[src/design/wsd_pkg.sv]
// Package for the WebSocket frame deframer: parse phases, header constants
// and the word types of the request and response channels. No dependencies.
package wsd_pkg;

   typedef enum logic [2:0] {
      PH_HDR1    = 3'd0,
      PH_HDR2    = 3'd1,
      PH_EXTLEN  = 3'd2,
      PH_KEY     = 3'd3,
      PH_PAYLOAD = 3'd4
   } phase_type;

   // Seven-bit length codes that announce an extended length.
   localparam logic [6:0] LEN16_CODE = 7'd126;
   localparam logic [6:0] LEN64_CODE = 7'd127;

   // Header bytes still to take in a phase, minus one.
   localparam logic [2:0] LEN16_BYTES_M1 = 3'd1;
   localparam logic [2:0] LEN64_BYTES_M1 = 3'd7;
   localparam logic [2:0] KEY_BYTES_M1   = 3'd3;

   typedef struct packed {
      logic [7:0] data_byte;
   } req_word_type;

   typedef struct packed {
      logic [7:0] payload_byte;
      logic       fin_bit;
      logic [3:0] frame_opcode;
      logic       last_of_frame;
      logic       empty_frame;
   } rsp_word_type;

endpackage

[src/design/wsd_if.sv]
// Valid/ready channel interfaces for the deframer's request and response words.
// Depends on wsd_pkg for the word types.
interface wsd_req_if;
   import wsd_pkg::*;
   logic         valid;
   logic         ready;
   req_word_type payload;
   modport source (output valid, output payload, input ready);
   modport sink (input valid, input payload, output ready);
endinterface

interface wsd_rsp_if;
   import wsd_pkg::*;
   logic         valid;
   logic         ready;
   rsp_word_type payload;
   modport source (output valid, output payload, input ready);
   modport sink (input valid, input payload, output ready);
endinterface

[src/design/websocket_frame_deframer.sv]
// WebSocket frame deframer: parses back-to-back frames from a byte stream and
// returns unmasked payload bytes. Depends on wsd_pkg and the wsd_if interfaces.
// Throughput: one byte per cycle, sustained, while the response side takes words.
// A response word appears in the cycle after the payload byte (or the final
// header byte of an empty frame) is accepted. Header bytes give no word.
// Reset is synchronous and active high; it returns the parser to header byte one.
module websocket_frame_deframer (
   input  logic       clock,
   input  logic       reset,
   wsd_req_if.sink    req_chan,
   wsd_rsp_if.source  rsp_chan
);
   import wsd_pkg::*;

   // Parser state. Only the phase is control state; the rest is always
   // written by the header before it is used, so it needs no reset.
   phase_type    phase_ff, phase_in;
   logic         fin_ff, fin_in;
   logic [3:0]   opcode_ff, opcode_in;
   logic         masked_ff, masked_in;
   logic [63:0]  remaining_ff, remaining_in;
   logic [2:0]   hdr_count_ff, hdr_count_in;
   logic [31:0]  key_ff, key_in;
   logic [1:0]   key_index_ff, key_index_in;

   // Output register, which parts the response side from the parser.
   logic         rsp_valid_ff, rsp_valid_in;
   rsp_word_type rsp_word_ff, rsp_word_in;

   logic         accept;
   logic         emit;
   logic [7:0]   in_byte;
   logic [63:0]  ext_len;
   logic [7:0]   key_byte;
   logic [7:0]   res_byte;
   logic         res_last;
   logic         res_empty;

   // A new byte is taken whenever the output register is free or is being
   // drained in this same cycle.
   assign req_chan.ready = !rsp_valid_ff || rsp_chan.ready;
   assign accept         = req_chan.valid && req_chan.ready;
   assign in_byte        = req_chan.payload.data_byte;

   // Extended length shifts in big-endian, one byte per accepted word.
   assign ext_len = {remaining_ff[55:0], in_byte};

   // The key is stored first byte most significant; payload byte n uses key byte n mod 4.
   always_comb begin
      case (key_index_ff)
         2'd0:    key_byte = key_ff[31:24];
         2'd1:    key_byte = key_ff[23:16];
         2'd2:    key_byte = key_ff[15:8];
         default: key_byte = key_ff[7:0];
      endcase
   end

   always_comb begin
      phase_in     = phase_ff;
      fin_in       = fin_ff;
      opcode_in    = opcode_ff;
      masked_in    = masked_ff;
      remaining_in = remaining_ff;
      hdr_count_in = hdr_count_ff;
      key_in       = key_ff;
      key_index_in = key_index_ff;
      emit         = 1'b0;
      res_byte     = 8'd0;
      res_last     = 1'b0;
      res_empty    = 1'b0;

      if (accept) begin
         case (phase_ff)
            PH_HDR2: begin
               masked_in = in_byte[7];
               if (in_byte[6:0] == LEN16_CODE) begin
                  remaining_in = 64'd0;
                  hdr_count_in = LEN16_BYTES_M1;
                  phase_in     = PH_EXTLEN;
               end else if (in_byte[6:0] == LEN64_CODE) begin
                  remaining_in = 64'd0;
                  hdr_count_in = LEN64_BYTES_M1;
                  phase_in     = PH_EXTLEN;
               end else begin
                  remaining_in = {57'd0, in_byte[6:0]};
                  if (in_byte[7]) begin
                     hdr_count_in = KEY_BYTES_M1;
                     phase_in     = PH_KEY;
                  end else begin
                     // Unmasked frame with a short length: header is complete here.
                     key_index_in = 2'd0;
                     if (in_byte[6:0] == 7'd0) begin
                        emit      = 1'b1;
                        res_last  = 1'b1;
                        res_empty = 1'b1;
                        phase_in  = PH_HDR1;
                     end else begin
                        phase_in = PH_PAYLOAD;
                     end
                  end
               end
            end
            PH_EXTLEN: begin
               remaining_in = ext_len;
               if (hdr_count_ff == 3'd0) begin
                  if (masked_ff) begin
                     hdr_count_in = KEY_BYTES_M1;
                     phase_in     = PH_KEY;
                  end else begin
                     key_index_in = 2'd0;
                     if (ext_len == 64'd0) begin
                        emit      = 1'b1;
                        res_last  = 1'b1;
                        res_empty = 1'b1;
                        phase_in  = PH_HDR1;
                     end else begin
                        phase_in = PH_PAYLOAD;
                     end
                  end
               end else begin
                  hdr_count_in = hdr_count_ff - 3'd1;
               end
            end
            PH_KEY: begin
               key_in = {key_ff[23:0], in_byte};
               if (hdr_count_ff == 3'd0) begin
                  key_index_in = 2'd0;
                  if (remaining_ff == 64'd0) begin
                     emit      = 1'b1;
                     res_last  = 1'b1;
                     res_empty = 1'b1;
                     phase_in  = PH_HDR1;
                  end else begin
                     phase_in = PH_PAYLOAD;
                  end
               end else begin
                  hdr_count_in = hdr_count_ff - 3'd1;
               end
            end
            PH_PAYLOAD: begin
               emit         = 1'b1;
               res_byte     = masked_ff ? (in_byte ^ key_byte) : in_byte;
               key_index_in = key_index_ff + 2'd1;
               remaining_in = remaining_ff - 64'd1;
               // The count reaching zero after this byte marks the frame's end.
               if (remaining_ff == 64'd1) begin
                  res_last = 1'b1;
                  phase_in = PH_HDR1;
               end
            end
            default: begin
               // Header byte one; unused phase codes also land here.
               fin_in    = in_byte[7];
               opcode_in = in_byte[3:0];
               phase_in  = PH_HDR2;
            end
         endcase
      end
   end

   always_comb begin
      rsp_word_in.payload_byte  = res_byte;
      rsp_word_in.fin_bit       = fin_ff;
      rsp_word_in.frame_opcode  = opcode_ff;
      rsp_word_in.last_of_frame = res_last;
      rsp_word_in.empty_frame   = res_empty;

      // The output register holds its word until the response side takes it.
      rsp_valid_in = rsp_valid_ff;
      if (!rsp_valid_ff || rsp_chan.ready) begin
         rsp_valid_in = emit;
      end
   end

   always_ff @(posedge clock) begin
      if (reset) begin
         phase_ff     <= PH_HDR1;
         rsp_valid_ff <= 1'b0;
      end else begin
         phase_ff     <= phase_in;
         rsp_valid_ff <= rsp_valid_in;
      end
   end

   always_ff @(posedge clock) begin
      fin_ff       <= fin_in;
      opcode_ff    <= opcode_in;
      masked_ff    <= masked_in;
      remaining_ff <= remaining_in;
      hdr_count_ff <= hdr_count_in;
      key_ff       <= key_in;
      key_index_ff <= key_index_in;
      if (emit) begin
         rsp_word_ff <= rsp_word_in;
      end
   end

   assign rsp_chan.valid   = rsp_valid_ff;
   assign rsp_chan.payload = rsp_word_ff;

   // Reset returns the parser to the first header byte with no word pending.
   a_reset_state: assert property (@(posedge clock)
      reset |=> (phase_ff == PH_HDR1 && !rsp_valid_ff))
      else $error("parser not idle after reset");

   // Every accepted payload byte yields a word in the next cycle.
   a_payload_emits: assert property (@(posedge clock) disable iff (reset)
      (accept && phase_ff == PH_PAYLOAD) |=> rsp_valid_ff)
      else $error("payload byte produced no word");

   // Header byte one always advances to header byte two and produces nothing.
   a_hdr1_advance: assert property (@(posedge clock) disable iff (reset)
      (accept && phase_ff == PH_HDR1) |=> (phase_ff == PH_HDR2 && !$rose(rsp_valid_ff)))
      else $error("header byte one mishandled");

   // An empty-frame word is always the last of its frame and carries a zero byte.
   a_empty_word: assert property (@(posedge clock) disable iff (reset)
      (rsp_valid_ff && rsp_word_ff.empty_frame) |->
         (rsp_word_ff.last_of_frame && rsp_word_ff.payload_byte == 8'd0))
      else $error("malformed empty-frame word");

endmodule

[src/flat_wrapper.sv]
// flat-port wrapper written by rule: the top's interface ports become plain ports
module websocket_frame_deframer_flat import wsd_pkg::*;
  (clock, reset, req_chan_valid, req_chan_payload, req_chan_ready, rsp_chan_valid, rsp_chan_payload, rsp_chan_ready);
  wsd_req_if req_chan_i ();
  wsd_rsp_if rsp_chan_i ();
  input  logic clock;
  input  logic reset;
  input wire logic [$bits(req_chan_i.valid)-1:0] req_chan_valid;
  input wire logic [$bits(req_chan_i.payload)-1:0] req_chan_payload;
  output wire logic [$bits(req_chan_i.ready)-1:0] req_chan_ready;
  output wire logic [$bits(rsp_chan_i.valid)-1:0] rsp_chan_valid;
  output wire logic [$bits(rsp_chan_i.payload)-1:0] rsp_chan_payload;
  input wire logic [$bits(rsp_chan_i.ready)-1:0] rsp_chan_ready;
  assign req_chan_i.valid = req_chan_valid;
  assign req_chan_i.payload = req_chan_payload;
  assign req_chan_ready = req_chan_i.ready;
  assign rsp_chan_valid = rsp_chan_i.valid;
  assign rsp_chan_payload = rsp_chan_i.payload;
  assign rsp_chan_i.ready = rsp_chan_ready;
  websocket_frame_deframer u_core (.clock(clock), .reset(reset), .req_chan(req_chan_i), .rsp_chan(rsp_chan_i));
endmodule
[config.mk]
export PLATFORM = sky130hd
export DESIGN_NAME = websocket_frame_deframer_flat
export DESIGN_NICKNAME = d
export VERILOG_FILES = /design/src/design/wsd_pkg.sv /design/src/design/wsd_if.sv /design/src/design/websocket_frame_deframer.sv /design/src/flat_wrapper.sv
export SDC_FILE = /design/constraint.sdc
export NUM_CORES = 1
export LEC_CHECK = 0
export ABC_AREA = 1
export BUFFER_PORTS_ARGS = -buffer_cell sky130_fd_sc_hd__buf_2
export CAP_MARGIN = 20
export CORE_MARGIN = 3
export CORE_UTILIZATION = 45
export CTS_CLUSTER_SIZE = 8
export DETAILED_ROUTE_END_ITERATION = 16
export PLACE_DENSITY_LB_ADDON = 0.3
export SETUP_SLACK_MARGIN = 0.05
export SYNTH_ARGS = -nofsm -noshare
export SYNTH_HDL_FRONTEND = slang
export SYNTH_SLANG_ARGS = --single-unit
[constraint.sdc]
create_clock -name clock -period 7.7 [get_ports clock]
set_clock_uncertainty 0.1 [all_clocks]
set_input_delay 0 -clock clock [delete_from_list [all_inputs] [get_ports clock]]
set_output_delay 0 -clock clock [all_outputs]
set_load 0.005 [all_outputs]
Word level (Yosys, flattened, before mapping)

Cells that the tools add are included.
Widths: inputs -> output; s select.

Register bits after elaboration: 126
Latch bits: 0
Bits in writable memories: 0
Bits in read-only memories: 0
Input port bits: 12
Output and inout port bits: 17
Logic and storage cells: 102
Memories: 0

Add/subtract/negate cells: 3
Multiply operators: 0
Div/mod/pow operators: 0
Order comparisons: 0
Equality and inequality tests: 19
Shift operators: 0
Mux-type cells: 44
Bitwise operators: 2
Reductions and logical operators: 20

Operators by type and width:

| operator              | number |
|---|---|
| $pmux 64 s3           | 1 |
| $logic_not 64->1      | 2 |
| $eq 64x1->1 const B   | 1 |
| $mux 64               | 1 |
| $sub 64x1->64 const B | 1 |
| $mux 3                | 16 |
| $pmux 8 s3            | 1 |
| $eq 7x7->1 const B    | 2 |
| $mux 2                | 6 |
| $pmux 3 s4            | 1 |
| $mux 1                | 11 |
| $ne 2x2->1 const B    | 5 |
| $reduce_and 2->1      | 5 |
| $pmux 3 s3            | 1 |
| $mux 8                | 1 |
| $pmux 1 s4            | 2 |
| $pmux 2 s4            | 1 |
| $reduce_and 8->1      | 1 |
| $xor 8x8->8           | 1 |
| $logic_not 7->1       | 1 |
| $mux 7                | 1 |
| $eq 3x2->1 const B    | 2 |
| $ne 2x1->1 const B    | 3 |
| $reduce_bool 3->1     | 2 |
| 19 further kinds      | 19 |

Logic depth before layout (Yosys ltp)

Gate-level depths: netlist of run 1.

Depth after elaboration: 7
Mapped depth: 12
Mapped depth without buffers: 12

Worst setup path before layout of run 1

No wires, ideal clock.

Path kind: register to register
Start point: register u_core.phase_ff[1]
End point: register u_core.remaining_ff[0] (enable)
Setup time: 524 ps
Data arrival time: 4,525 ps
Required time: 7,076 ps
Slack: 2,550 ps
Cell stages (with the launch flop): 5
Path buffers: 0
Cell sequence: dfxtp_1 > nand2_1 > nor2_4 > clkinv_1 > a31oi_1

Longest elaborated chain between the ends: 3
Elaborated cells on any way between the ends: 5
Classes of those cells: 3 x eq/ne; 2 x reduce/logical

RTL lines:

| what                                     | RTL line                        | text |
|---|---|---|
| start, declared                          | websocket_frame_deframer.sv:17  | `phase_type phase_ff, phase_in;` |
| start signal, assigned                   | websocket_frame_deframer.sv:180 | `phase_ff <= phase_in;` |
| $eq 3x1->1, or another cell as far along | websocket_frame_deframer.sv:73  | `case (phase_ff)` |
| $reduce_bool 3->1 (no line) *            | -                               |  |
| $reduce_and 2->1 (no line) *             | -                               |  |
| end signal, assigned                     | websocket_frame_deframer.sv:189 | `remaining_ff <= remaining_in;` |
| end, declared                            | websocket_frame_deframer.sv:21  | `logic [63:0] remaining_ff, remaining_in;` |

Every way passes the cells marked *; elsewhere a longest branch is shown, timed or not.
A chain may end at the register's enable or synchronous reset.

Final worst setup path of run 1

Start point: register u_core.phase_ff[1]
End point: register u_core.remaining_ff[15] (enable)

The elaborated chain is that of the path after synthesis.

==> results.tsv, run 1 <==
stage	metric	value	unit
global_routing	global route hottest layer	met2	
timing	final worst slack	4.71	ns
final_layout	layout cells sized above 1	10.5	%
placement	worst slack, placed	4.70	ns
power_and_ir_drop	Cell Int Power	1.29	mW
worst_setup_path	CP most frequent cell	buf_4	
route	DRT Pass-1 Iters	6	
floorplanning	Starting Density	46.8	%
timing	unrepaired setup endpoints after global routing	false	
timing	Final setup viols	0	
power_and_ir_drop	Comb pwr share	8.0	%
clocking	worst skew pair latency	0.43	ns
power_and_ir_drop	Tot Pwr	1.75	mW
final_layout	Layout Cells excl Fill	1140	
global_routing	met1 GRT Util	29.8	%
clocking	clock sinks	126	
worst_setup_path	CP startpoint	u_core.phase_ff[1]$_SDFFE_PP0P_	
worst_setup_path	cell-by-cell trace of the critical path	nand2_1 > nor2_4 > clkinv_1 > buf_4 > a31oi_4 > buf_4	
power_and_ir_drop	leakage power	3.04	nW
floorplanning	die height	133	um
clocking	TritonCTS clock tree	done	
global_routing	global-route track usage on met2	32.1	%
synthesis	Mapped Cells	871	
route	WL per Instance	15.8	um
synthesis	yosys warns	0	
run	max-cap violation count	0	
timing	Worst Tran Pin Value	0.852	ns
global_routing	global-route wire length before repair	29.6	mm
timing	Tcrit/Tclk final	38.8	%
placement	Port Buffers	28	
synthesis	synthesized flop and latch total	126	
floorplanning	Die X	133	um
clocking	Setup Fix Bufs, Post-CTS	0	
timing	Slew Viols, Final	0	
timing	Fmax	334	MHz
placement	Placer Congestion	0.860	
synthesis	register area share after synthesis	51.7	%
floorplanning	Core ar.	15500	um2
global_routing	total gr overflow	0	
power_and_ir_drop	Power Dens Cells	210	nW/um2
floorplanning	row count	45	
global_routing	overall routing resource usage	21.1	%
worst_setup_path	CP Depth	6	
clocking	Reg clk slew, reported paths	0.06	ns
worst_hold_path	Hold Crit Class	primary input to flop	
route	via count	6043	
timing	final count of hold timing violations	0	
worst_setup_path	Worst Setup EP	u_core.remaining_ff[15]$_DFFE_PP_	
global_routing	met3 Track Usage GR	4.98	%
worst_setup_path	FF-to-FF End	u_core.remaining_ff[15]$_DFFE_PP_	
worst_setup_path	WP buf/inv	3	
route	final wirelength	18.0	mm
floorplanning	Die ar.	17700	um2
synthesis	Avg Cell Area, Syn	8.32	um2
synthesis	post-synthesis cell area	7240	um2
clocking	number of buffers created by CTS	17	
clocking	Clock Tree Buf Depth	2	
worst_setup_path	Worst path slowest cell	buf_4	
worst_setup_path	crit-path max FO	64	
timing	Hold WS	0.0968	ns
final_layout	Diodes inserted	0	
final_layout	Final Net Count	936	
route	DRC errors left	0	
worst_setup_path	Crit. End Element	flop	
worst_setup_path	reg2reg setup slack	4.71	ns
clocking	# resized after CTS	0	
worst_setup_path	startpoint types	flop	
global_routing	largest net degree at the start of global routing	65	
worst_setup_path	Critical Path AT	2.94	ns
worst_setup_path	Setup CP Type	flop to flop	
worst_setup_path	worst endpoint required time	7.65	ns
power_and_ir_drop	VDD IR-drop max	0.200	mV
worst_setup_path	CP peak stage delay	0.68	ns
worst_setup_path	Reg2Reg Depth	6	
worst_setup_path	CP delay by family, top	buffers and inverters	
route	Post-DRT Antenna Nets	0	
timing	TNS Setup	0	ns
clocking	Root Driver	clkbuf_16	
placement	dpl cells	1098	
synthesis	post-synthesis net count	891	
timing	min Tclk post-route	2.99	ns
floorplanning	# IOs	29	
timing	Slew HR	43.2	%
synthesis	Netlist cell types	39	
worst_setup_path	Reg2Reg Launch Point	u_core.phase_ff[1]$_SDFFE_PP0P_	
clocking	H-tree Lvls	4	
global_routing	vias in the first global route	5713	
power_and_ir_drop	part of the power in registers	46.9	%
placement	DP Wirelength	12.8	mm
power_and_ir_drop	switching part of the total	26.4	%
global_routing	antenna violations before repair	0	
power_and_ir_drop	Clock power frac	45.1	%
final_layout	Layout area overhead	14.7	%
status	status	complete, no violations	
route	First DRT Iteration DRCs	777	
power_and_ir_drop	Sw Pwr	0.461	mW
route	vias per cell	5.30	
[per-layer routing]
layer	part of all wire (%)	wire length, um	up-vias
met5	0	0	-
met4	1.4	248	0
met3	6.1	1110	20
met2	46	8280	181
met1	47	8400	2790
li1	-	-	3052
[cell usage after synthesis]
cell type | number | area (um2)
o211ai_1 | 1 | 7.51
nand2_4 | 4 | 45.0
buf_1 | 4 | 15.0
o21ai_1 | 6 | 30.0
nand2_2 | 3 | 18.8
nand3_4 | 1 | 17.5
nand2_1 | 184 | 691
nor3_1 | 8 | 40.0
inv_1 | 100 | 375
o32ai_1 | 4 | 35.0
o22ai_2 | 1 | 12.5
xor2_1 | 8 | 70.1
a21oi_2 | 1 | 8.76
nand4_2 | 1 | 12.5
nor2_1 | 156 | 586
clkbuf_1 | 11 | 41.3
inv_2 | 1 | 3.75
a21oi_1 | 47 | 235
a32o_1 | 1 | 10.0
o31ai_1 | 1 | 7.51
ha_1 | 8 | 100
nand3_1 | 47 | 235
o22ai_1 | 19 | 119
a31oi_1 | 11 | 68.8
xnor2_1 | 2 | 17.5
nor3_4 | 1 | 16.3
o21ai_0 | 76 | 380
buf_2 | 1 | 5.00
nor2_8 | 1 | 20.0
nor4_1 | 1 | 6.26
nand4_1 | 11 | 68.8
edfxtp_1 | 122 | 3660
clkinv_1 | 1 | 3.75
o21bai_1 | 3 | 22.5
nor2_2 | 9 | 56.3
a32oi_1 | 1 | 8.76
a211oi_1 | 1 | 7.51
nor2_4 | 9 | 101
dfxtp_1 | 4 | 80.1
[state kept, by name, indices dropped and copies added, names as in the netlist]
register                 count
u_core.opcode_ff             4
u_core.rsp_chan.payload     15
u_core.hdr_count_ff          3
u_core.masked_ff             1
u_core.rsp_chan.valid        1
u_core.fin_ff                1
u_core.phase_ff              3
u_core.key_index_ff          2
u_core.key_ff               32
u_core.remaining_ff         64
[layout by cell type (no fill, tap or decap), types with 6 or more instances in the layout]
cell type      Yosys  routed
nand2_1          184     184
o22ai_1           19      19
o21ai_0           76      76
dlygate4sd3_1      0      10
nor2_4             9       9
a31oi_1           11      10
inv_1            100     100
ha_1               8       8
edfxtp_1         122     122
nor2_1           156     155
nor2_2             9      10
buf_2              1      28
nor3_1             8       8
nand3_1           47      47
inv_6              0       8
a21oi_1           47      47
clkbuf_16          0      17
nand4_1           11      11
o21ai_1            6       6
xor2_1             8       8
[power groups by stage]
stage / Combinational, mW / Clock (mW) / Sequential (mW)
2_1_floorplan: 0.0961 / 0 / 0.826
6_report: 0.140 / 0.787 / 0.819
5_1_grt: 0.158 / 0.834 / 0.822
3_3_place_gp: 0.134 / 0 / 0.832
4_1_cts: 0.140 / 0.799 / 0.819
3_5_place_dp: 0.135 / 0 / 0.833
[through the flow]
step,utilization [%],cell area (um2)
5_1_grt,53.7,8310
3_5_place_dp,49.3,7630
4_1_cts,53.7,8310
3_3_place_gp,49.3,7630
2_1_floorplan,-,7240
6_report,53.7,8310
[tightest hold or removal path: cells and delay by family]
kind / cells / cell delay, ns
simple gates: 2 / 0.41
buf+inv: 1 / 0.08
[layout make-up]
cell class,count,area [um2]
fill,1413,7180
sequential,126,3740
multi-input combinational,627,3070
clock buffer,17,425
inverter,102,383
timing repair buffer,42,270
tap,211,264
clock inverter,15,149
[how the worst min path moves through the flow]
stage / depth (start not counted) / from / end / slack (ns)
finish: 3 / req_chan_valid / u_core.masked_ff$_DFFE_PP_ / 0.1
CTS: 3 / req_chan_valid / u_core.masked_ff$_DFFE_PP_ / 0.07
floorplan: 1 / reset / u_core.phase_ff[1]$_SDFFE_PP0P_ / -0.03
global route: 3 / req_chan_valid / u_core.masked_ff$_DFFE_PP_ / 0.12
detailed placement: 2 / reset / u_core.phase_ff[2]$_SDFFE_PP0P_ / 0.13
global placement: 2 / reset / u_core.phase_ff[2]$_SDFFE_PP0P_ / 0.12
[what timing repair did]
action,CTS,global route
hold buffers,10,0
setup endpoints to repair,0,0
endpoints found under the hold margin,32,0
[cell families (layout without fill, tap and decap cells)]
family	after synthesis	after routing	synth area share, %
flops	126	126	51.7
buf+inv	118	176	6.13
compound gates	173	173	13.2
fa+ha+maj	8	8	1.38
simple gates	436	436	26.4
xor+xnor	10	10	1.21
Note: power is estimated with default switching activity, not from simulation.
==> inputs of run 2 (changes only) <==
- clock period: 7.7 -> 3.1 ns (I/O delays scaled with it)
==> run 2 against run 1 <==
First-iteration DRC count decreased by 1.5%. Final area increased by 0.68%. Non-clock buffer count increased by 4. Combinational power increased to 2.6 times the previous value. Flip-flop and latch count unchanged. Clock-buffer cell count increased by 1. Critical path depth increased by 5. Register-to-register slack got worse by 4.3 ns. Die area unchanged. Global-route usage increased by 0.29 points. Sequential share of layout area decreased by 0.30 points.
==> results.tsv, run 2 (same netlist as run 1, synthesis figures left out) <==
stage	metric	value	unit	change
worst_setup_path	CP delay by family, top	simple AND/OR/NAND/NOR gates		
worst_setup_path	Reg2Reg Launch Point	u_core.remaining_ff[0]$_DFFE_PP_		
route	final wirelength	18.3	mm	+1.3%
final_layout	fill count	1430		+1.2%
final_layout	Layout Cells excl Fill	1144		+0.35%
clocking	clock sinks	126		unchanged
worst_hold_path	Hold Path Depth	3		unchanged
placement	Port Buffers	28		unchanged
clocking	Root Driver	clkbuf_16		
floorplanning	# IOs	29		unchanged
timing	final count of hold timing violations	0		unchanged
worst_hold_path	hold path endpoint	u_core.masked_ff$_DFFE_PP_		
final_layout	register area	3740	um2	unchanged
final_layout	Largest Register	u_core.remaining_ff		
timing	Slew Viols, Final	0		unchanged
global_routing	vias in the first global route	5953		+4.2%
route	via count	6149		+1.8%
worst_hold_path	Hold Crit Class	primary input to flop		
timing	min Tclk post-route	2.68	ns	-0.313 ns
timing	Tcrit/Tclk final	86.4	%	+48 points
status	status	complete, no violations		
floorplanning	die height	133	um	unchanged
worst_setup_path	Critical Path AT	2.69	ns	-0.25 ns
floorplanning	Die ar.	17700	um2	unchanged
timing	Hold WS	0.0999	ns	+0.00308 ns
global_routing	global-route wire length before repair	30.2	mm	+1.8%
clocking	H-tree Lvls	4		unchanged
final_layout	most frequent cells in the layout	nand2_1 (184), nor2_1 (155), edfxtp_1 (122), inv_1 (100), o21ai_0 (76)		
timing	Fmax	374	MHz	+12%
final_layout	Layout area overhead	15.5	%	
route	WL per Instance	16.0	um	+0.99%
floorplanning	Starting Density	46.8	%	unchanged
worst_setup_path	crit-path max FO	13		-80%
worst_hold_path	HP Start	req_chan_valid		
final_layout	max FFs per register	64		unchanged
worst_setup_path	Worst path slowest cell	edfxtp_1		
global_routing	antenna violations before repair	0		unchanged
worst_setup_path	worst endpoint required time	3.12	ns	-4.53 ns
final_layout	layout cells sized above 1	10.7	%	+0.17 points
final_layout	Final Net Count	940		+0.43%
final_layout	multi-input logic area	3070	um2	unchanged
timing	unrepaired setup endpoints after global routing	false		
final_layout	Diodes inserted	0		unchanged
clocking	TritonCTS clock tree	done		
power_and_ir_drop	VDD IR-drop max	0.397	mV	+99%
placement	DP Wirelength	13.0	mm	+2.3%
timing	TNS Setup	0	ns	unchanged
route	Post-DRT Antenna Nets	0		unchanged
worst_setup_path	Reg2Reg Depth	11		+5
worst_setup_path	CP peak stage delay	0.41	ns	-0.27 ns
route	vias per cell	5.38		+1.4%
timing	Final setup viols	0		unchanged
worst_setup_path	FF-to-FF End	u_core.rsp_chan.payload[11]$_SDFFCE_PN0P_		
power_and_ir_drop	Power Dens Cells	524	nW/um2	+150%
global_routing	overall routing resource usage	21.4	%	+0.29 points
route	First DRT Iteration DRCs	765		-1.5%
floorplanning	row count	45		unchanged
clocking	worst skew pair latency	0.42	ns	about the same
run	max-cap violation count	0		unchanged
clocking	number of buffers created by CTS	17		unchanged
timing	Worst Tran Pin Value	0.764	ns	-0.0879 ns
clocking	Clock Tree Buf Depth	2		unchanged
worst_setup_path	WP buf/inv	3		unchanged
worst_setup_path	Setup CP Type	flop to flop		
worst_setup_path	cell-by-cell trace of the critical path	inv_1 > ha_1 > nand2_4 > nor2_4 > nand2_1 > nor2_4 > nand3_1 > nand4_1 > nand2_1 > inv_1 > buf_4		
worst_setup_path	Crit. End Element	flop		
power_and_ir_drop	leakage power	3.07	nW	+0.75%
placement	placed cell areas	7680	um2	+0.56%
worst_setup_path	CP startpoint	u_core.remaining_ff[0]$_DFFE_PP_		
clocking	Reg clk slew, reported paths	0.06	ns	about the same
final_layout	Final Cell Area	8360	um2	+0.68%
route	DRC errors left	0		unchanged
route	DRT Pass-1 Iters	6		unchanged
worst_setup_path	startpoint types	flop		
final_layout	most common cell after layout, fill and taps aside	nand2_1		
placement	Placer Congestion	0.885		+2.9%
floorplanning	Die X	133	um	unchanged
timing	Slew HR	48.7	%	+5.5 points
global_routing	largest net degree at the start of global routing	65		unchanged
global_routing	total gr overflow	0		unchanged
placement	dpl cells	1102		+0.36%
floorplanning	Core ar.	15500	um2	unchanged
worst_setup_path	reg2reg setup slack	0.42	ns	-4.29 ns
power_and_ir_drop	Tot Pwr	4.38	mW	+150%
==> run 2: final cells by class <==
type	instances	area share, %
Sequential cell	126	44.8
Multi-Input combinational cell	627	36.7
Clock buffer	18	5.13
Inverter	102	4.58
Timing Repair Buffer	46	3.74
Tap cell	211	3.16
Clock inverter	14	1.90
==> run 2: repair_timing <==
item,4_1_cts,5_1_grt
buffers inserted,0,0
hold endpoints to repair,32,0
hold buffers,10,0
resized for setup,0,0
==> run 2: worst register-to-register path, stage by stage, from the launching register on <==
cell and delay [ns]:
edfxtp_1 0.41, inv_1 0.19, ha_1 0.37, nand2_4 0.13
nor2_4 0.19, nand2_1 0.14, nor2_4 0.19, nand3_1 0.11
nand4_1 0.10, nand2_1 0.09, inv_1 0.11, buf_4 0.23
==> run 2: layer usage <==
metal  track usage (%)  vias up  wire (um)
li1                  -     3065          -
met3              4.79       33       1270
met4              6.47        0        357
met1              30.2     2822       8330
met2              33.1      229       8320
met5                 0        -          0
==> run 2: worst max path at each step <==
| stage | end | slack (ns) | cells after the start |
|---|---|---|---|
| floorplan | u_core.remaining_ff[0]$_DFFE_PP_ | 0.36 | 4 |
| global placement | u_core.rsp_chan.payload[11]$_SDFFCE_PN0P_ | 0.51 | 11 |
| detailed placement | u_core.rsp_chan.payload[10]$_SDFFCE_PN0P_ | 0.44 | 11 |
| CTS | u_core.rsp_chan.payload[11]$_SDFFCE_PN0P_ | 0.43 | 11 |
| global route | u_core.rsp_chan.payload[11]$_SDFFCE_PN0P_ | 0.21 | 11 |
| finish | u_core.rsp_chan.payload[11]$_SDFFCE_PN0P_ | 0.42 | 11 |
==> run 2: where the power goes <==
| group | internal (mW) | switching [mW] | total [mW] |
|---|---|---|---|
| Sequential | 1.96 | 0.0753 | 2.03 |
| Combinational | 0.109 | 0.250 | 0.358 |
| Clock | 1.20 | 0.792 | 1.99 |
| Total | 3.26 | 1.12 | 4.38 |
==> run 2: per-stage QoR <==
step	setup slack (ns)	utilization (%)
detailed placement	0.443	49.6
global route	0.211	54.0
finish	0.423	54.0
global placement	0.513	49.6
CTS	0.433	54.0
floorplan	0.362	-
